===== config.mk =====
export PLATFORM = sky130hd
export DESIGN_NAME = trp_ctrl
export DESIGN_NICKNAME = d
export VERILOG_FILES = /design/src/hw/rtl/trp_pkg.sv /design/src/hw/rtl/trp_ctrl.sv
export SDC_FILE = /design/constraint.sdc
export NUM_CORES = 1
export LEC_CHECK = 0
export ABC_AREA = 1
export BUFFER_PORTS_ARGS = -buffer_cell sky130_fd_sc_hd__buf_2
export CAP_MARGIN = 30
export CORE_AREA = 2 2 39 41
export DETAILED_ROUTE_END_ITERATION = 10
export DIE_AREA = 0 0 41 43
export PLACE_DENSITY = 0.3
export SLEW_MARGIN = 30
export SYNTH_ARGS = -nofsm -noshare
export SYNTH_HDL_FRONTEND = slang
export SYNTH_SLANG_ARGS = --single-unit

===== constraint.sdc =====
create_clock -name clk_i -period 2.2 [get_ports clk_i]
set_input_delay 0.22 -clock clk_i [delete_from_list [all_inputs] [get_ports clk_i]]
set_output_delay 0.22 -clock clk_i [all_outputs]
set_load 0.02 [all_outputs]

===== src/hw/rtl/trp_pkg.sv =====
package trp_pkg;

  // Table size parameter default and field widths.
  localparam int PpnBitsDef = 20;
  localparam int LineW      = 31;
  localparam int PhysW      = 38;
  localparam int PidW       = 32;
  localparam int VpnW       = 40;
  localparam int EntryW     = PidW + VpnW;
  localparam int PageW      = PhysW - 12;
  localparam int RunW       = 56;
  localparam int TimeW      = 64;
  localparam int CfgIdxW    = 1;

  // Configuration register indexes.
  localparam logic [CfgIdxW-1:0] RegTagWindowBase = 1'd0;
  localparam logic [CfgIdxW-1:0] RegMarkerAddr    = 1'd1;

  localparam logic [PhysW-1:0] TagWindowBaseRst = 38'd27044872192;
  localparam logic [PhysW-1:0] MarkerAddrRst    = 38'd26910654528;
  localparam logic [PhysW-1:0] TwoGib           = 38'h0080000000;

  // Result status codes.
  localparam logic [2:0] StInvalid  = 3'd0;
  localparam logic [2:0] StTag      = 3'd1;
  localparam logic [2:0] StMapped   = 3'd2;
  localparam logic [2:0] StUnmapped = 3'd3;
  localparam logic [2:0] StMarker   = 3'd4;
  localparam logic [2:0] StBadMagic = 3'd5;
  localparam logic [2:0] StPpnRange = 3'd6;

  // Kernel record magic bytes.
  localparam logic [7:0] MagicSet     = 8'hec;
  localparam logic [7:0] MagicFree0   = 8'hfc;
  localparam logic [7:0] MagicFree1   = 8'h22;
  localparam logic [7:0] MagicFree2   = 8'h33;
  localparam logic [7:0] MagicMissing = 8'h24;

  // Tag slots inside a 1 MiB tag block.
  localparam logic [7:0] SlotSet  = 8'd0;
  localparam logic [7:0] SlotFree = 8'd1;
  localparam logic [7:0] SlotEnd  = 8'd3;

  typedef struct packed {
    logic [47:0] trace_word;
    logic [7:0]  kt_magic;
    logic [31:0] kt_pid;
    logic [63:0] kt_value;
    logic        kt_is_end_marker;
  } trp_in_t;

  typedef struct packed {
    logic [2:0]  status;
    logic        kt_taken;
    logic        is_write;
    logic [37:0] phys_addr;
    logic [63:0] timestamp;
    logic [31:0] proc_id;
    logic [51:0] virt_addr;
  } trp_out_t;

  typedef struct packed {
    logic clear_we;
    logic capture;
    logic commit;
  } trp_cmd_t;

  typedef struct packed {
    logic clear_last;
    logic out_free;
  } trp_sts_t;

endpackage


===== src/hw/rtl/trp_ctrl.sv =====
module trp_ctrl import trp_pkg::*; (
  input  logic     clk_i,
  input  logic     rst_ni,
  input  logic     in_valid_i,
  output logic     in_ready_o,
  input  trp_sts_t sts_i,
  output trp_cmd_t cmd_o
);

  localparam logic [1:0] StateClear = 2'd0;
  localparam logic [1:0] StateIdle  = 2'd1;
  localparam logic [1:0] StateRun   = 2'd2;

  logic [1:0] state_q, state_d;

  always_comb begin
    state_d    = state_q;
    cmd_o      = '0;
    in_ready_o = 1'b0;
    unique case (state_q)
      StateClear: begin
        cmd_o.clear_we = 1'b1;
        if (sts_i.clear_last) begin
          state_d = StateIdle;
        end
      end
      StateIdle: begin
        in_ready_o = 1'b1;
        if (in_valid_i) begin
          cmd_o.capture = 1'b1;
          state_d       = StateRun;
        end
      end
      StateRun: begin
        // The result waits here until the output register can take it.
        if (sts_i.out_free) begin
          cmd_o.commit = 1'b1;
          state_d      = StateIdle;
        end
      end
      default: begin
        state_d = StateClear;
      end
    endcase
  end

  always_ff @(posedge clk_i or negedge rst_ni) begin
    if (!rst_ni) begin
      state_q <= StateClear;
    end else begin
      state_q <= state_d;
    end
  end

endmodule


# After elaboration in Yosys (flattened, before gate mapping)
# Cells that the tools add are included.
[word_totals]
input_bits = 5
elab_cells = 18
ff_bits = 2
[op_classes]
n_reduce_logical = 2
eq_ne = 5
muxes = 10
[ops]
columns = ["cell", "count"]
rows = [
  ["1-bit 2-to-1 mux", 6],
  ["2-bit 2-to-1 mux", 3],
  ["2-bit inequality test, second input constant", 3],
  ["2-bit one-hot mux with 3 select lines", 1],
  ["3-bit AND reduction", 1],
  ["2-bit by 1-bit equality test with 1-bit output, second input constant", 1],
  ["2-bit equality test, second input constant", 1],
  ["2-bit zero test", 1],
]

# Depth between registers and ports, before layout
[logic_depth]
ltp_word = 3
mapped_depth = 4
depth_no_buf = 4

# Worst setup path before layout
# No wires, ideal clock.
[synth_timing]
path_type = "reg-to-output"
start = "register state_q[0]"
end = "output cmd_o[0] (netlist bit)"
path_stages_with_launch = 2
t_arrival_ps = 897
t_required_ps = 1980
setup_slack_ps = 1083
path_cell_list = "dfrtp_1 > nor3_1"
[synth_lines]
columns = ["element", "line", "text"]
rows = [
  ["start: declaration", "trp_ctrl.sv:14", "logic [1:0] state_q, state_d;"],
  ["start signal: assignment", "trp_ctrl.sv:49", "state_q <= StateClear;"],
  ["start signal: assignment", "trp_ctrl.sv:51", "state_q <= state_d;"],
  ["end: declaration", "trp_ctrl.sv:7", "output trp_cmd_t cmd_o"],
]

==> reports/results.tsv <==
stage	metric	value	unit
pwr	total_leakage_power	0.129	nW
sta	rsz0062_at_grt	no	
grt	grt_pass1_vias	139	
sta	slew_headroom	0.886	
final_layout	fin_area	208	um^2
logic_synthesis	synth_top_family_by_area	simple AND/OR/NAND/NOR gates	
final_layout	mostFrequentLayoutCell	buf_2	
critical_path	critPathLaunchType	flip-flop	
logic_synthesis	seq_area_frac_synth	0.435	
grt	grt_use_total	0.0492	
clock_tree	clkTransAtPathRegs	30	ps
run_status	status	complete, no violations	
pwr	power	0.292	mW
sta	fin_setup_tns	0	ps
clock_tree	clkLatencyLatePin	220	ps
final_layout	final_core_util	0.150	
logic_synthesis	syn_nets	23	
logic_synthesis	synth_area	115	um^2
sta	worst_pin_slew	169	ps
sta	timing.fmax	803	MHz
sta	final_hold_viol_count	0	
final_layout	largestRegisters	state_q x2	
final_layout	largest_register_ffs	2	
final_layout	area_growth	80.4	%
critical_path	cp_max_fo	3	
sta	skew	0.490	ps
place	gp_congestion	0.539	
final_layout	fin_nets	37	
critical_path	criticalPathCategory	reg -> out	
sta	setup_viol	0	
logic_synthesis	synth.top_cell.area_share	0.435	
clock_tree	clockBufferDepth	2	
final_layout	layout_common_cells	buf_2, inv_1, nor2_1, nand2_1, clkbuf_4	
sta	finalCritPeriodShare	0.566	
logic_synthesis	synth_mux_area_frac	0	
detailed_routing	dr.pass1.iters	2	
final_layout	antenna_cells	0	
sta	min_period	1240	ps
clock_tree	cts-root-buf	clkbuf_4	
detailed_routing	routed_wl	294	um
sta	setup_ws	955	ps
detailed_routing	vias	137	
grt	grt_pass1_wl	496	um
pwr	power.density	1400	nW/um^2
place	portBuffers	8	
sta	slew_viol_final	0	
floorplan	die_y	43	um
detailed_routing	avgViaCountPerCell	2.98	
floorplan	num_rows	14	
grt	grt_max_degree	5	
logic_synthesis	yosys_warnings	0	
final_layout	fillCellCount	160	
logic_synthesis	ys_types	8	
critical_path	worstPathArrival	1020	ps
clock_tree	cts-resized-gates	0	
critical_path	endpoint_kind	output port	
logic_synthesis	synth-xor-area-share	0	
logic_synthesis	synthAdderAreaFrac	0	
critical_path	r2r_slack	1380	ps
floorplan	dieWidth	41	um
place	postPlaceCellArea	175	um^2
logic_synthesis	syn_inst	18	
logic_synthesis	ys_ff_latch	2	
clock_tree	cts_tree	yes	
place	post-dp-hpwl	229	um
logic_synthesis	synth_compound_area_frac	0.0870	
pwr	peakVddDrop	0.396	mV
clock_tree	cts_made_buffers	3	
critical_path	cp_data_required_time	1980	ps
detailed_routing	ant_nets	0	
logic_synthesis	yosys.area.top_type	dfrtp_1	
detailed_routing	drtIter0Drc	2	
logic_synthesis	synth_area_leaders	dfrtp_1, inv_1, nand2_1, nor2_1, a21oi_1	
logic_synthesis	syn_avg_cell_area	6.40	um^2
floorplan	initial_core_util	0.0832	
grt	antenna_found_initial	0	
worst_hold_path	worstHoldPathType	in -> async	
critical_path	worstRegToRegCells	3	
floorplan	io_pins	9	
clock_tree	numClockSinks	2	
grt	overflow	0	
detailed_routing	avgRoutedWirePerCell	6.39	um
job	max-cap-violations	0	
floorplan	core	1380	um^2
detailed_routing	drc	0	
final_layout	drive_gt1_frac	0.367	
floorplan	dieArea	1760	um^2
logic_synthesis	synthSimpleGateAreaFrac	0.283	
final_layout	regMostFlops	state_q	
place	dp_slack	1190	ps
clock_tree	htree_num_levels	1	
synthesized netlist by cell type:
master   count
nand3_1      1
nor2_1       3
o21ai_0      1
inv_1        6
a21oi_1      1
dfrtp_1      2
nand2_1      3
nor3_1       1
cells by family (layout without fill, tap and decap cells):
logic type	Yosys count	after routing
simple gates	8	8
buf+inv	6	18
compound gates	2	2
flops	2	2
layout make-up:
cell class / instances / area (um^2) / share of cell area
clock buffers: 3 / 22.5 / 0.108
well taps: 16 / 20.0 / 0.0964
inverters: 6 / 22.5 / 0.108
multi-input cells: 10 / 42.5 / 0.205
flip-flops and latches: 2 / 50.0 / 0.241
repair buffers: 9 / 50.0 / 0.241
repair_timing:
action                    CTS  global route
hold buffers                1             0
hold endpoints to repair    2             0
buffers inserted            0             0
layer usage:
layer / GRT usage / wire length (um) / share of wire
met5: 0 / 0 / 0
met2: 0.0469 / 99 / 0.34
met4: 0.0600 / 0 / 0
met3: 0.0471 / 44 / 0.15
met1: 0.0514 / 150 / 0.51
path summary, 6_finish.rpt:
| kind | start | to |
|---|---|---|
| setup / recovery | state_q[1] | cmd_o[1] |
| hold / removal | rst_ni | state_q[1] |
| setup reg to reg | state_q[1] | state_q[1] |
| hold reg to reg | state_q[1] | state_q[1] |
| max in group asynchronous | rst_ni | state_q[0] |
| min in group clk_i | sts_i[1] | state_q[0] |
per-stage QoR:
stage | instances | hold slack, ps
global route | 46 | 319
detailed placement | 42 | 7.87
CTS | 46 | 296
floorplan | 18 | -75.6
finish | 46 | 308
global placement | 42 | 4.92
where the power goes:
part | switching (mW) | leakage (nW) | total (mW) | internal (mW)
clock | 0.0209 | 0.0138 | 0.0811 | 0.0602
sequential | 0.0156 | 0.0245 | 0.0707 | 0.0552
combinational | 0.0933 | 0.0906 | 0.140 | 0.0465
total | 0.130 | 0.129 | 0.292 | 0.162
critical path, stage by stage, from the launching register on:
cell,delay (ps)
dfrtp_1,380
inv_1,90
nand2_1,90
nor2_1,90
buf_2,160
Note: power is estimated with default switching activity, not from simulation.
